### src/aahtu_pkg.sv
// Shared widths, reset values, register indexes and unit command types of the hang AGC.
package aahtu_pkg;

    // Payload and state widths
    localparam int SAMPLE_W   = 16;
    localparam int ENV_W      = 16;
    localparam int MAG_W      = SAMPLE_W + 1;
    localparam int GAIN_W     = 36;
    localparam int GAIN_FRAC  = 16;
    localparam int HANG_W     = 20;
    localparam int LEVEL_W    = 15;
    localparam int MANUAL_W   = 26;
    localparam int COEF_W     = 24;
    localparam int FRAC_W     = 24;

    // Configuration port
    localparam int CFG_IDX_W  = 3;
    localparam int CFG_DATA_W = 36;

    // Shared multiply-accumulate unit
    localparam int MUL_A_W    = GAIN_W / 2;
    localparam int MUL_B_W    = COEF_W;
    localparam int MUL_P_W    = MUL_A_W + MUL_B_W;
    localparam int ACC_W      = GAIN_W + COEF_W + 1;

    // Divider: target_level * 2^16 over a 16-bit envelope
    localparam int DIVD_W     = LEVEL_W + GAIN_FRAC;
    localparam int DIVS_W     = ENV_W;
    localparam int DIV_CNT_W  = $clog2(DIVD_W);

    // Saturation limits and envelope ceiling
    localparam int SAMPLE_MAX     = 32767;
    localparam int SAMPLE_MIN_MAG = 32768;
    localparam int ENV_MAX        = 32768;

    // Rounding offsets that turn a right shift into a ceiling
    localparam logic [COEF_W-1:0] CEIL_FRAC = {COEF_W{1'b1}};
    localparam logic [COEF_W-1:0] CEIL_OUT  = COEF_W'((1 << GAIN_FRAC) - 1);

    localparam logic [COEF_W-1:0] SMOOTH_COEFF_DEF = COEF_W'(69762);

    // Reset values
    localparam logic [GAIN_W-1:0]   GAIN_RST      = GAIN_W'(65536);
    localparam logic [COEF_W-1:0]   ATTACK_RST    = COEF_W'(173800);
    localparam logic [COEF_W-1:0]   DECAY_RST     = COEF_W'(699);
    localparam logic [HANG_W-1:0]   HANG_RST      = HANG_W'(12000);
    localparam logic [LEVEL_W-1:0]  THRESH_RST    = LEVEL_W'(33);
    localparam logic [GAIN_W-1:0]   MAX_GAIN_RST  = GAIN_W'(65536000);
    localparam logic [LEVEL_W-1:0]  TARGET_RST    = LEVEL_W'(16384);
    localparam logic [MANUAL_W-1:0] MANUAL_RST    = MANUAL_W'(65536);

    typedef enum logic [CFG_IDX_W-1:0] {
        CFG_AGC_OFF   = 3'd0,
        CFG_ATTACK    = 3'd1,
        CFG_DECAY     = 3'd2,
        CFG_HANG      = 3'd3,
        CFG_THRESHOLD = 3'd4,
        CFG_MAX_GAIN  = 3'd5,
        CFG_TARGET    = 3'd6,
        CFG_MANUAL    = 3'd7
    } t_cfg_idx;

    typedef struct packed {
        logic               load;
        logic [COEF_W-1:0]  init;
        logic               mul;
        logic [MUL_A_W-1:0] a;
        logic [MUL_B_W-1:0] b;
        logic               hi;
    } t_mac_cmd;

    typedef struct packed {
        logic              start;
        logic [DIVD_W-1:0] dividend;
        logic [DIVS_W-1:0] divisor;
    } t_div_cmd;

    typedef struct packed {
        logic              busy;
        logic              done;
        logic [DIVD_W-1:0] quotient;
    } t_div_sts;

endpackage

### src/aahtu_in_if.sv
// Input channel: one audio sample per transfer.
interface aahtu_in_if;
    import aahtu_pkg::*;

    logic                       valid;
    logic                       ready;
    logic signed [SAMPLE_W-1:0] sample_in;
    logic                       first_of_block;

    modport source (output valid, output sample_in, output first_of_block, input ready);
    modport sink   (input valid, input sample_in, input first_of_block, output ready);
endinterface

### src/aahtu_out_if.sv
// Output channel: one gain-applied sample with its gain and envelope per transfer.
interface aahtu_out_if;
    import aahtu_pkg::*;

    logic                       valid;
    logic                       ready;
    logic signed [SAMPLE_W-1:0] sample_out;
    logic [GAIN_W-1:0]          gain_now;
    logic [ENV_W-1:0]           envelope_now;

    modport source (output valid, output sample_out, output gain_now, output envelope_now,
                    input ready);
    modport sink   (input valid, input sample_out, input gain_now, input envelope_now,
                    output ready);
endinterface

### src/audio_agc_hang_threshold_unit.sv
// Top level of the hang AGC with threshold floor: sequencer, state and configuration.
//
// One sample enters per transfer on i_in and one result leaves per transfer on o_out.
// The block works on one sample at a time and drops ready while it does. In automatic
// mode a sample passes through the restoring divider that forms target_level * 2^16 /
// max(envelope, threshold), 31 quotient bits at one bit per cycle, and through steps of
// the single 18x24 multiply-accumulate unit (envelope move, two-part gain smoothing,
// two-part output product), each product registered before it is accumulated. When both
// envelope and threshold are zero the divider is skipped; during hang the envelope
// multiply is skipped. In manual mode (agc_off) a sample goes straight to the output
// product. A finished result sits in an output register, so the next sample can be
// taken while it waits; a result that is still not taken when the next one is finished
// holds the sequencer in its last step.
// Configuration writes land at once; write them only while no sample is in flight.
module audio_agc_hang_threshold_unit #(
    parameter logic [aahtu_pkg::COEF_W-1:0] SMOOTH_COEFF = aahtu_pkg::SMOOTH_COEFF_DEF
) (
    input  logic                                i_clk,
    input  logic                                i_rst_n,
    input  logic                                i_cfg_we,
    input  logic [aahtu_pkg::CFG_IDX_W-1:0]     i_cfg_idx,
    input  logic [aahtu_pkg::CFG_DATA_W-1:0]    i_cfg_data,
    aahtu_in_if.sink                            i_in,
    aahtu_out_if.source                         o_out
);
    import aahtu_pkg::*;

    typedef enum logic [13:0] {
        S_IDLE  = 14'b00000000000001,
        S_START = 14'b00000000000010,
        S_ENV1  = 14'b00000000000100,
        S_ENV2  = 14'b00000000001000,
        S_EFF   = 14'b00000000010000,
        S_DIV   = 14'b00000000100000,
        S_GAIN0 = 14'b00000001000000,
        S_GAIN1 = 14'b00000010000000,
        S_GAIN2 = 14'b00000100000000,
        S_GAIN3 = 14'b00001000000000,
        S_OUT0  = 14'b00010000000000,
        S_OUT1  = 14'b00100000000000,
        S_OUT2  = 14'b01000000000000,
        S_OUT3  = 14'b10000000000000
    } t_state;

    localparam int OQ_W = ACC_W - GAIN_FRAC;

    // Configuration registers
    logic                r_agc_off;
    logic [COEF_W-1:0]   r_attack;
    logic [COEF_W-1:0]   r_decay;
    logic [HANG_W-1:0]   r_hang_samples;
    logic [LEVEL_W-1:0]  r_thresh;
    logic [GAIN_W-1:0]   r_max_gain;
    logic [LEVEL_W-1:0]  r_target_lvl;
    logic [MANUAL_W-1:0] r_manual_gain;

    // Loop state
    t_state              r_state;
    t_state              n_state;
    logic [ENV_W-1:0]    r_env;
    logic [GAIN_W-1:0]   r_gain;
    logic [HANG_W-1:0]   r_hang;

    // Per-sample working registers
    logic [SAMPLE_W-1:0] r_smp;
    logic                r_first;
    logic                r_down;
    logic [GAIN_W-1:0]   r_target;

    // Output register
    logic                r_out_valid;
    logic [SAMPLE_W-1:0] r_out_smp;
    logic [GAIN_W-1:0]   r_out_gain;
    logic [ENV_W-1:0]    r_out_env;

    // Shared units
    t_mac_cmd            w_mac_cmd;
    logic [ACC_W-1:0]    w_acc;
    t_div_cmd            w_div_cmd;
    t_div_sts            w_div_sts;

    logic                w_neg;
    logic [MAG_W-1:0]    w_sx;
    logic [MAG_W-1:0]    w_mag;
    logic [MAG_W-1:0]    w_env_ext;
    logic                w_env_up;
    logic [MAG_W-1:0]    w_env_diff;
    logic [MAG_W-1:0]    w_env_step;
    logic [ENV_W-1:0]    w_eff;
    logic [GAIN_W-1:0]   w_quo_ext;
    logic                w_gain_down;
    logic [GAIN_W-1:0]   w_gain_diff;
    logic [GAIN_W-1:0]   w_gain_step;
    logic [OQ_W-1:0]     w_oq;
    logic [ENV_W-1:0]    w_ay;
    logic [SAMPLE_W-1:0] w_y;
    logic [ENV_W-1:0]    w_env_off;
    logic [ENV_W-1:0]    w_env_final;
    logic                w_out_free;
    logic                w_in_xfer;

    aahtu_mac u_mac (
        .i_clk   (i_clk),
        .i_rst_n (i_rst_n),
        .i_cmd   (w_mac_cmd),
        .o_acc   (w_acc)
    );

    aahtu_div u_div (
        .i_clk   (i_clk),
        .i_rst_n (i_rst_n),
        .i_cmd   (w_div_cmd),
        .o_sts   (w_div_sts)
    );

    // ------------------------------------------------------------------
    // Configuration writes; the field width masks the data
    // ------------------------------------------------------------------
    always_ff @(posedge i_clk) begin
        if (!i_rst_n) begin
            r_agc_off      <= 1'b0;
            r_attack       <= ATTACK_RST;
            r_decay        <= DECAY_RST;
            r_hang_samples <= HANG_RST;
            r_thresh       <= THRESH_RST;
            r_max_gain     <= MAX_GAIN_RST;
            r_target_lvl   <= TARGET_RST;
            r_manual_gain  <= MANUAL_RST;
        end else if (i_cfg_we) begin
            unique case (t_cfg_idx'(i_cfg_idx))
                CFG_AGC_OFF:   r_agc_off      <= i_cfg_data[0];
                CFG_ATTACK:    r_attack       <= i_cfg_data[COEF_W-1:0];
                CFG_DECAY:     r_decay        <= i_cfg_data[COEF_W-1:0];
                CFG_HANG:      r_hang_samples <= i_cfg_data[HANG_W-1:0];
                CFG_THRESHOLD: r_thresh       <= i_cfg_data[LEVEL_W-1:0];
                CFG_MAX_GAIN:  r_max_gain     <= i_cfg_data[GAIN_W-1:0];
                CFG_TARGET:    r_target_lvl   <= i_cfg_data[LEVEL_W-1:0];
                CFG_MANUAL:    r_manual_gain  <= i_cfg_data[MANUAL_W-1:0];
            endcase
        end
    end

    // ------------------------------------------------------------------
    // Datapath helpers
    // ------------------------------------------------------------------
    assign w_in_xfer  = i_in.valid && i_in.ready;
    assign w_out_free = !r_out_valid || o_out.ready;

    // input magnitude, 0..32768
    assign w_neg     = r_smp[SAMPLE_W-1];
    assign w_sx      = {r_smp[SAMPLE_W-1], r_smp};
    assign w_mag     = w_neg ? (~w_sx + 1'b1) : w_sx;

    // envelope move toward the magnitude
    assign w_env_ext  = {1'b0, r_env};
    assign w_env_up   = w_mag > w_env_ext;
    assign w_env_diff = w_env_up ? (w_mag - w_env_ext) : (w_env_ext - w_mag);
    assign w_env_step = w_acc[FRAC_W +: MAG_W];

    // divisor is the envelope, floored by the threshold
    assign w_eff     = (r_env > {1'b0, r_thresh}) ? r_env : {1'b0, r_thresh};
    assign w_quo_ext = GAIN_W'(w_div_sts.quotient);

    // gain smoothing toward the target
    assign w_gain_down = r_target < r_gain;
    assign w_gain_diff = w_gain_down ? (r_gain - r_target) : (r_target - r_gain);
    assign w_gain_step = w_acc[FRAC_W +: GAIN_W];

    // output: |sample| * gain / 2^16, rounded toward minus infinity, saturated
    assign w_oq = w_acc[ACC_W-1:GAIN_FRAC];

    always_comb begin
        if (!w_neg) begin
            w_ay = (w_oq > OQ_W'(SAMPLE_MAX)) ? ENV_W'(SAMPLE_MAX) : w_oq[ENV_W-1:0];
        end else begin
            w_ay = (w_oq > OQ_W'(SAMPLE_MIN_MAG)) ? ENV_W'(SAMPLE_MIN_MAG) : w_oq[ENV_W-1:0];
        end
    end

    assign w_y         = w_neg ? (~w_ay + 1'b1) : w_ay;
    assign w_env_off   = (r_first || (w_ay > r_env)) ? w_ay : r_env;
    assign w_env_final = r_agc_off ? w_env_off : r_env;

    // ------------------------------------------------------------------
    // Sequencer: next state and commands to the shared units
    // ------------------------------------------------------------------
    always_comb begin
        n_state            = r_state;
        w_mac_cmd          = '0;
        w_div_cmd.start    = 1'b0;
        w_div_cmd.dividend = {r_target_lvl, {GAIN_FRAC{1'b0}}};
        w_div_cmd.divisor  = w_eff;

        unique case (r_state)
            S_IDLE: begin
                if (i_in.valid) begin
                    n_state = S_START;
                end
            end
            S_START: begin
                if (r_agc_off) begin
                    n_state = S_OUT0;
                end else if (w_env_up || (r_hang == '0)) begin
                    // attack or decay move; a move down rounds its step up
                    w_mac_cmd.load = 1'b1;
                    w_mac_cmd.init = w_env_up ? '0 : CEIL_FRAC;
                    w_mac_cmd.mul  = 1'b1;
                    w_mac_cmd.a    = MUL_A_W'(w_env_diff);
                    w_mac_cmd.b    = w_env_up ? r_attack : r_decay;
                    n_state        = S_ENV1;
                end else begin
                    n_state = S_EFF;
                end
            end
            S_ENV1: n_state = S_ENV2;
            S_ENV2: n_state = S_EFF;
            S_EFF: begin
                if (w_eff == '0) begin
                    n_state = S_GAIN0;
                end else begin
                    w_div_cmd.start = 1'b1;
                    n_state         = S_DIV;
                end
            end
            S_DIV: begin
                if (w_div_sts.done) begin
                    n_state = S_GAIN0;
                end
            end
            S_GAIN0: begin
                w_mac_cmd.load = 1'b1;
                w_mac_cmd.init = w_gain_down ? CEIL_FRAC : '0;
                w_mac_cmd.mul  = 1'b1;
                w_mac_cmd.a    = w_gain_diff[MUL_A_W-1:0];
                w_mac_cmd.b    = SMOOTH_COEFF;
                n_state        = S_GAIN1;
            end
            S_GAIN1: begin
                w_mac_cmd.mul = 1'b1;
                w_mac_cmd.a   = w_gain_diff[GAIN_W-1:MUL_A_W];
                w_mac_cmd.b   = SMOOTH_COEFF;
                w_mac_cmd.hi  = 1'b1;
                n_state       = S_GAIN2;
            end
            S_GAIN2: n_state = S_GAIN3;
            S_GAIN3: n_state = S_OUT0;
            S_OUT0: begin
                w_mac_cmd.load = 1'b1;
                w_mac_cmd.init = w_neg ? CEIL_OUT : '0;
                w_mac_cmd.mul  = 1'b1;
                w_mac_cmd.a    = MUL_A_W'(w_mag);
                w_mac_cmd.b    = MUL_B_W'(r_gain[MUL_A_W-1:0]);
                n_state        = S_OUT1;
            end
            S_OUT1: begin
                w_mac_cmd.mul = 1'b1;
                w_mac_cmd.a   = MUL_A_W'(w_mag);
                w_mac_cmd.b   = MUL_B_W'(r_gain[GAIN_W-1:MUL_A_W]);
                w_mac_cmd.hi  = 1'b1;
                n_state       = S_OUT2;
            end
            S_OUT2: n_state = S_OUT3;
            S_OUT3: begin
                // hold until the output register is free
                if (w_out_free) begin
                    n_state = S_IDLE;
                end
            end
            default: n_state = S_IDLE;
        endcase
    end

    // ------------------------------------------------------------------
    // State and working registers
    // ------------------------------------------------------------------
    always_ff @(posedge i_clk) begin
        if (!i_rst_n) begin
            r_state     <= S_IDLE;
            r_env       <= '0;
            r_gain      <= GAIN_RST;
            r_hang      <= '0;
            r_out_valid <= 1'b0;
        end else begin
            r_state <= n_state;
            // load a finished result, or drop the one just taken
            if ((r_state == S_OUT3) && w_out_free) begin
                r_out_valid <= 1'b1;
            end else if (o_out.ready) begin
                r_out_valid <= 1'b0;
            end

            unique case (r_state)
                S_IDLE: begin
                    if (w_in_xfer) begin
                        r_smp   <= i_in.sample_in;
                        r_first <= i_in.first_of_block;
                    end
                end
                S_START: begin
                    if (r_agc_off) begin
                        r_gain <= GAIN_W'(r_manual_gain);
                    end else if (w_env_up) begin
                        r_hang <= r_hang_samples;
                        r_down <= 1'b0;
                    end else if (r_hang != '0) begin
                        r_hang <= r_hang - 1'b1;
                    end else begin
                        r_down <= 1'b1;
                    end
                end
                S_ENV2: begin
                    r_env <= r_down ? ENV_W'(w_env_ext - w_env_step)
                                    : ENV_W'(w_env_ext + w_env_step);
                end
                S_EFF: begin
                    if (w_eff == '0) begin
                        r_target <= r_max_gain;
                    end
                end
                S_DIV: begin
                    if (w_div_sts.done) begin
                        r_target <= (w_quo_ext > r_max_gain) ? r_max_gain : w_quo_ext;
                    end
                end
                S_GAIN0: begin
                    r_down <= w_gain_down;
                end
                S_GAIN3: begin
                    r_gain <= r_down ? (r_gain - w_gain_step) : (r_gain + w_gain_step);
                end
                S_OUT3: begin
                    if (w_out_free) begin
                        r_out_smp   <= w_y;
                        r_out_gain  <= r_gain;
                        r_out_env   <= w_env_final;
                        if (r_agc_off) begin
                            r_env <= w_env_off;
                        end
                    end
                end
                default: ;
            endcase
        end
    end

    // ------------------------------------------------------------------
    // Channel ports
    // ------------------------------------------------------------------
    assign i_in.ready         = (r_state == S_IDLE);
    assign o_out.valid        = r_out_valid;
    assign o_out.sample_out   = r_out_smp;
    assign o_out.gain_now     = r_out_gain;
    assign o_out.envelope_now = r_out_env;

    // ------------------------------------------------------------------
    // Assertions
    // ------------------------------------------------------------------
    a_env_range: assert property (@(posedge i_clk) disable iff (!i_rst_n)
        r_env <= ENV_W'(ENV_MAX))
        else $error("envelope above full scale");

    a_div_done_in_div: assert property (@(posedge i_clk) disable iff (!i_rst_n)
        w_div_sts.done |-> (r_state == S_DIV))
        else $error("divider finished outside the divide step");

    a_out_from_last_step: assert property (@(posedge i_clk) disable iff (!i_rst_n)
        $rose(r_out_valid) |-> ($past(r_state) == S_OUT3))
        else $error("result loaded outside the final step");

    a_ready_div_idle: assert property (@(posedge i_clk) disable iff (!i_rst_n)
        i_in.ready |-> !w_div_sts.busy)
        else $error("input ready while the divider is busy");

endmodule

### src/aahtu_mac.sv
// Shared multiply-accumulate unit: registered 18x24 product, accumulated with optional shift.
module aahtu_mac (
    input  logic                         i_clk,
    input  logic                         i_rst_n,
    input  aahtu_pkg::t_mac_cmd          i_cmd,
    output logic [aahtu_pkg::ACC_W-1:0]  o_acc
);
    import aahtu_pkg::*;

    logic [MUL_P_W-1:0] r_prod;
    logic               r_hi;
    logic               r_pend;
    logic [ACC_W-1:0]   r_acc;
    logic [ACC_W-1:0]   w_addend;

    always_ff @(posedge i_clk) begin
        if (!i_rst_n) begin
            r_pend <= 1'b0;
        end else begin
            r_pend <= i_cmd.mul;
        end
    end

    always_ff @(posedge i_clk) begin
        if (i_cmd.mul) begin
            r_prod <= i_cmd.a * i_cmd.b;
            r_hi   <= i_cmd.hi;
        end
        if (i_cmd.load) begin
            r_acc <= ACC_W'(i_cmd.init);
        end else if (r_pend) begin
            r_acc <= r_acc + w_addend;
        end
    end

    // upper partial product weighs 2^18
    assign w_addend = r_hi ? (ACC_W'(r_prod) << MUL_A_W) : ACC_W'(r_prod);
    assign o_acc    = r_acc;

    a_load_no_pending: assert property (@(posedge i_clk) disable iff (!i_rst_n)
        i_cmd.load |-> !r_pend)
        else $error("accumulator loaded while a product is still pending");

endmodule

### src/aahtu_div.sv
// Restoring divider, one quotient bit per cycle.
module aahtu_div (
    input  logic                 i_clk,
    input  logic                 i_rst_n,
    input  aahtu_pkg::t_div_cmd  i_cmd,
    output aahtu_pkg::t_div_sts  o_sts
);
    import aahtu_pkg::*;

    logic [DIVS_W-1:0]    r_rem;
    logic [DIVS_W-1:0]    r_divisor;
    logic [DIVD_W-1:0]    r_quo;
    logic [DIV_CNT_W-1:0] r_cnt;
    logic                 r_busy;
    logic                 r_done;
    logic [DIVS_W:0]      w_trial;
    logic [DIVS_W+1:0]    w_diff;
    logic                 w_ge;
    logic                 w_last;

    assign w_trial = {r_rem, r_quo[DIVD_W-1]};
    assign w_diff  = {1'b0, w_trial} - {2'b00, r_divisor};
    assign w_ge    = !w_diff[DIVS_W+1];
    assign w_last  = (r_cnt == DIV_CNT_W'(DIVD_W - 1));

    always_ff @(posedge i_clk) begin
        if (!i_rst_n) begin
            r_busy <= 1'b0;
            r_done <= 1'b0;
        end else begin
            r_done <= r_busy && w_last;
            if (i_cmd.start) begin
                r_busy <= 1'b1;
            end else if (r_busy && w_last) begin
                r_busy <= 1'b0;
            end
        end
    end

    always_ff @(posedge i_clk) begin
        if (i_cmd.start) begin
            r_rem     <= '0;
            r_quo     <= i_cmd.dividend;
            r_divisor <= i_cmd.divisor;
            r_cnt     <= '0;
        end else if (r_busy) begin
            // shift the next dividend bit in, the quotient bit in at the bottom
            r_rem <= w_ge ? w_diff[DIVS_W-1:0] : w_trial[DIVS_W-1:0];
            r_quo <= {r_quo[DIVD_W-2:0], w_ge};
            r_cnt <= r_cnt + 1'b1;
        end
    end

    assign o_sts.busy     = r_busy;
    assign o_sts.done     = r_done;
    assign o_sts.quotient = r_quo;

endmodule

### src/flat_wrapper.sv
// flat-port wrapper written by rule: the top's interface ports become plain ports
module audio_agc_hang_threshold_unit_flat import aahtu_pkg::*;
#(
    parameter logic [aahtu_pkg::COEF_W-1:0] SMOOTH_COEFF = aahtu_pkg::SMOOTH_COEFF_DEF
)
  (i_clk, i_rst_n, i_cfg_we, i_cfg_idx, i_cfg_data, i_in_valid, i_in_sample_in, i_in_first_of_block, i_in_ready, o_out_valid, o_out_sample_out, o_out_gain_now, o_out_envelope_now, o_out_ready);
  aahtu_in_if i_in_i ();
  aahtu_out_if o_out_i ();
  input  logic i_clk;
  input  logic i_rst_n;
  input  logic i_cfg_we;
  input  logic [aahtu_pkg::CFG_IDX_W-1:0] i_cfg_idx;
  input  logic [aahtu_pkg::CFG_DATA_W-1:0] i_cfg_data;
  input wire logic [$bits(i_in_i.valid)-1:0] i_in_valid;
  input wire logic [$bits(i_in_i.sample_in)-1:0] i_in_sample_in;
  input wire logic [$bits(i_in_i.first_of_block)-1:0] i_in_first_of_block;
  output wire logic [$bits(i_in_i.ready)-1:0] i_in_ready;
  output wire logic [$bits(o_out_i.valid)-1:0] o_out_valid;
  output wire logic [$bits(o_out_i.sample_out)-1:0] o_out_sample_out;
  output wire logic [$bits(o_out_i.gain_now)-1:0] o_out_gain_now;
  output wire logic [$bits(o_out_i.envelope_now)-1:0] o_out_envelope_now;
  input wire logic [$bits(o_out_i.ready)-1:0] o_out_ready;
  assign i_in_i.valid = i_in_valid;
  assign i_in_i.sample_in = i_in_sample_in;
  assign i_in_i.first_of_block = i_in_first_of_block;
  assign i_in_ready = i_in_i.ready;
  assign o_out_valid = o_out_i.valid;
  assign o_out_sample_out = o_out_i.sample_out;
  assign o_out_gain_now = o_out_i.gain_now;
  assign o_out_envelope_now = o_out_i.envelope_now;
  assign o_out_i.ready = o_out_ready;
  audio_agc_hang_threshold_unit #(.SMOOTH_COEFF(SMOOTH_COEFF)) u_core (.i_clk(i_clk), .i_rst_n(i_rst_n), .i_cfg_we(i_cfg_we), .i_cfg_idx(i_cfg_idx), .i_cfg_data(i_cfg_data), .i_in(i_in_i), .o_out(o_out_i));
endmodule
### config.mk
export PLATFORM = sky130hd
export DESIGN_NAME = audio_agc_hang_threshold_unit_flat
export DESIGN_NICKNAME = d
export VERILOG_FILES = /design/src/aahtu_pkg.sv /design/src/aahtu_in_if.sv /design/src/aahtu_out_if.sv /design/src/audio_agc_hang_threshold_unit.sv /design/src/aahtu_mac.sv /design/src/aahtu_div.sv /design/src/flat_wrapper.sv
export SDC_FILE = /design/constraint.sdc
export NUM_CORES = 2
export LEC_CHECK = 0
export BUFFER_PORTS_ARGS = -buffer_cell sky130_fd_sc_hd__buf_2
export CORE_MARGIN = 5
export CORE_UTILIZATION = 55
export CTS_CLUSTER_DIAMETER = 80
export DETAILED_ROUTE_END_ITERATION = 6
export GPL_TIMING_DRIVEN = 0
export PLACE_DENSITY_LB_ADDON = 0.2
export SYNTH_ARGS = -nofsm -noshare
export SYNTH_HDL_FRONTEND = slang
export SYNTH_SLANG_ARGS = --single-unit
### constraint.sdc
create_clock -name i_clk -period 14.8 [get_ports i_clk]
set_clock_uncertainty 0.05 [all_clocks]
set_input_delay 2.22 -clock i_clk [delete_from_list [all_inputs] [get_ports i_clk]]
set_output_delay 2.22 -clock i_clk [all_outputs]
set_load 0.05 [all_outputs]
==> metrics <==
outcome=finished with violations; violated checks=DRC; crit end category=flip-flop; Worst-Skew Late Latency=0.66 ns; Tcrit/Tclk final=96.0%; max-slew violations=0; Max Cap Viol=0; HP Class=reg2reg; # H-tree levels=3; Pwr Total=0.00482 W; Reg-to-Reg End=u_core.u_mac.r_prod[40]; Unique masters post-synth=104; syn avg cell area=8.35 um^2; Final min period=14.21 ns; WL per Instance=25.7 um; Syn Inst Count=6,191; PortBufs=126; WP buf/inv=7; Nets=7,245; Starting Density=55.4%; RR Startpoint=u_core.r_smp[2]; Top Ports=131; DRT Pass-1 Iters=7; reg-to-reg slack, setup=0.59 ns; largest net degree at the start of global routing=55; DR DRC count=20; synthesized flop and latch total=545; hpwl dp=160,000 um; Crit Path Category=reg2reg; Core ar.=93,300 um^2; routed vias=48,738; ys flop type=dfxtp_1; aggregate global routing overflow=0; worst r2r path cells=39; Final Util=60.3%; clk buf depth=3; crit path DAT=14.44 ns; initial antenna violation count=13; WL final=198,000 um; CP startpoint kind=flip-flop; cell family with most CP delay=compound AO/OA/AOI/OAI gates; share of synthesized flip-flops with an asynchronous set or reset=0%; RSZ-0062 raised after global routing=false; Yosys warning total=0; vias per inst=6.31; critical hold path startpoint=u_core.r_hang_samples[14]; GR Util All Layers=38.8%; max incr delay on CP=1.01 ns; hold_buf cts=0; cell area after synthesis=51,700 um^2; die width=317 um; share of post-route cells with drive strength above 1=6.89%; Worst EP required=15.03 ns; Static Leak=24.5 nW; TritonCTS Buffers=66; Fin Hold WS=0.409 ns; worst rel slew slack=5.14%; CTS resizes=0; die height=317 um; CTS root buf=clkbuf_16; Setup WS post-layout=0.588 ns; Final Setup Violations=0; first-pass GRT wire length=290,000 um; total negative slack=0 ns; CP Max Fanout=10; Row Count=112; Critical Path Slowest Stage Cell=o31ai_1; layout filler cell count=8,512; maximum vdd ir drop=115 uV; Antenna Nets Post-Route=0; Place WS=1.21 ns; clock-pin transition on the worst setup and hold timing paths=0.06 ns; 1st-iter DRT viols=5,884; measured slew at the worst slew-check pin=1.42 ns; Post-CTS Setup Repair Bufs=0; final hold violations=0; GP Congestion=1.05; clock sinks=545; Post-synth EDFFs=220; sequential area share after synthesis=25.4%; fmax=70.4 MHz; pwr dens=85.5 nW/um^2; Hold Crit Endpoint=u_core.r_hang_samples[14]; CTS tree=built; Layout area overhead=8.91%; hold path cells=2; Die ar.=100,000 um^2; number of global-route vias before repair=46,160; CP dominant cell by count=fa_1
area by class of cell:
type | instances | area (um^2) | share of cell area, %
plain buffers | 313 | 1320 | 2.35
inverters | 692 | 2600 | 4.61
flip-flops and latches | 545 | 13100 | 23.3
clock inverters | 35 | 360 | 0.640
multi-input cells | 4659 | 34800 | 61.7
clock buffers | 86 | 1860 | 3.30
diodes | 5 | 12.5 | 0.0222
repair buffers | 132 | 716 | 1.27
well taps | 1254 | 1570 | 2.79
power by group:
part,leakage [nW],switching [W],internal (W)
Combinational,18.8,0.000906,0.000520
Clock,1.07,0.000719,0.000970
Sequential,4.71,0.0000868,0.00161
Total,24.5,0.00171,0.00310
flip-flops by register name, indices dropped and copies added (netlist names), 5 cells and up:
name                       cells
u_core.r_target_lvl           15
u_core.r_manual_gain          26
u_core.r_gain                 36
u_core.u_div.r_rem            16
u_core.o_out.gain_now         36
u_core.r_thresh               15
u_core.u_div.r_quo            31
u_core.u_mac.o_acc            61
u_core.r_max_gain             36
u_core.r_state                14
u_core.r_attack               24
u_core.r_hang                 20
u_core.o_out.sample_out       16
u_core.r_target               36
u_core.r_env                  16
u_core.u_div.r_divisor        16
u_core.u_div.r_cnt             5
u_core.u_mac.r_prod           42
u_core.o_out.envelope_now     16
u_core.r_hang_samples         20
u_core.r_decay                24
u_core.r_smp                  16
placed cells by master, fill, tap and decap left out, types with 70 or more instances in the layout:
cell type	netlist	layout
nand2_1	782	782
o21ai_0	384	384
xor2_1	70	70
edfxtp_1	220	220
buf_2	54	182
a31oi_1	84	84
inv_1	690	690
a21oi_1	514	514
and2_1	78	78
clkbuf_1	235	243
nand3_1	92	92
nor2_1	453	451
a21o_1	152	152
xnor2_1	142	142
nor3_1	81	80
ha_1	415	415
o21a_1	73	73
dfxtp_1	325	325
fa_1	360	360
per-layer routing:
layer	global-route usage, %	vias to the layer above	routed length (um)
li1	-	21774	-
met1	52.1	23542	80000
met2	58.0	2767	82900
met3	8.80	655	21500
met4	21.9	0	13900
met5	0	-	0
synth_stat cells, drive strengths merged, types with 12 or more instances:
| cell type | instances | area (um^2) |
|---|---|---|
| o21ai | 394 | 1980 |
| xnor2 | 142 | 1240 |
| a221oi | 28 | 295 |
| buf | 76 | 428 |
| inv | 691 | 2590 |
| nor3 | 84 | 435 |
| or4 | 14 | 109 |
| o21a | 73 | 548 |
| a31oi | 84 | 526 |
| dfxtp | 325 | 6510 |
| nor2 | 454 | 1710 |
| o221ai | 14 | 123 |
| nand2b | 55 | 344 |
| mux2 | 59 | 664 |
| a2111oi | 13 | 158 |
| edfxtp | 220 | 6610 |
| a21boi | 13 | 97.6 |
| nand2 | 782 | 2940 |
| nand4 | 62 | 388 |
| a311oi | 12 | 105 |
| clkbuf | 237 | 892 |
| a211oi | 55 | 445 |
| a22oi | 15 | 118 |
| o21bai | 47 | 353 |
| nor2b | 64 | 400 |
| a21oi | 515 | 2580 |
| nand3 | 93 | 470 |
| mux2i | 61 | 611 |
| o211ai | 47 | 367 |
| and3 | 37 | 231 |
| and2 | 80 | 500 |
| or3 | 41 | 257 |
| a21o | 152 | 1140 |
| nor4 | 38 | 257 |
| fa | 360 | 7210 |
| a22o | 15 | 131 |
| ha | 415 | 5190 |
| or2 | 31 | 194 |
| o31ai | 42 | 315 |
| xor2 | 70 | 613 |
| a221o | 16 | 160 |
| a211o | 16 | 140 |
| a222oi | 12 | 120 |
stage by stage:
stage / cells / instance area, um^2
final: 7721 / 56300
after global routing: 7716 / 56300
after CTS: 7714 / 56300
after detailed placement: 7593 / 54100
after global placement: 7589 / 54000
after floorplan: 6209 / 51800
worst reg2reg max path, delay by kind of cell, from the launching register on:
| family | cells | cell delay, ns |
|---|---|---|
| adders and majority gates | 8 | 3.86 |
| xor gates and xnor gates | 1 | 0.32 |
| buffers and inverters | 7 | 1.11 |
| muxes | 1 | 0.14 |
| DFF | 1 | 0.48 |
| AOI/OAI and AO/OA | 11 | 4.98 |
| and+or+nand+nor | 11 | 2.94 |
worst max path at each step:
| stage | from | end | slack, ns | cells past startpoint |
|---|---|---|---|---|
| after floorplan | u_core.r_smp[2] | u_core.u_mac.r_prod[40] | 4.65 | 39 |
| after global placement | u_core.r_smp[2] | u_core.u_mac.r_prod[40] | 1.25 | 39 |
| after detailed placement | u_core.r_smp[2] | u_core.u_mac.r_prod[40] | 1.21 | 36 |
| after CTS | u_core.r_smp[2] | u_core.u_mac.r_prod[40] | 1.13 | 37 |
| after global routing | u_core.r_smp[2] | u_core.u_mac.r_prod[40] | 0.06 | 39 |
| final | u_core.r_smp[2] | u_core.u_mac.r_prod[40] | 0.59 | 39 |
cell families (layout without fill, tap and decap cells):
logic type / Yosys count / count (layout) / share of synthesized area [%]
AO/OA/AOI/OAI: 1653 / 1653 / 20.4
flip-flops: 545 / 545 / 25.4
AND/OR/NAND/NOR: 1879 / 1879 / 16.6
buffers and inverters: 1005 / 1258 / 7.58
XOR/XNOR: 212 / 212 / 3.59
other: 2 / 25 / 0.0145
adder cells (fa/ha/maj): 775 / 775 / 24.0
multiplexers: 120 / 120 / 2.47
Power figures use the tool's default switching activity.
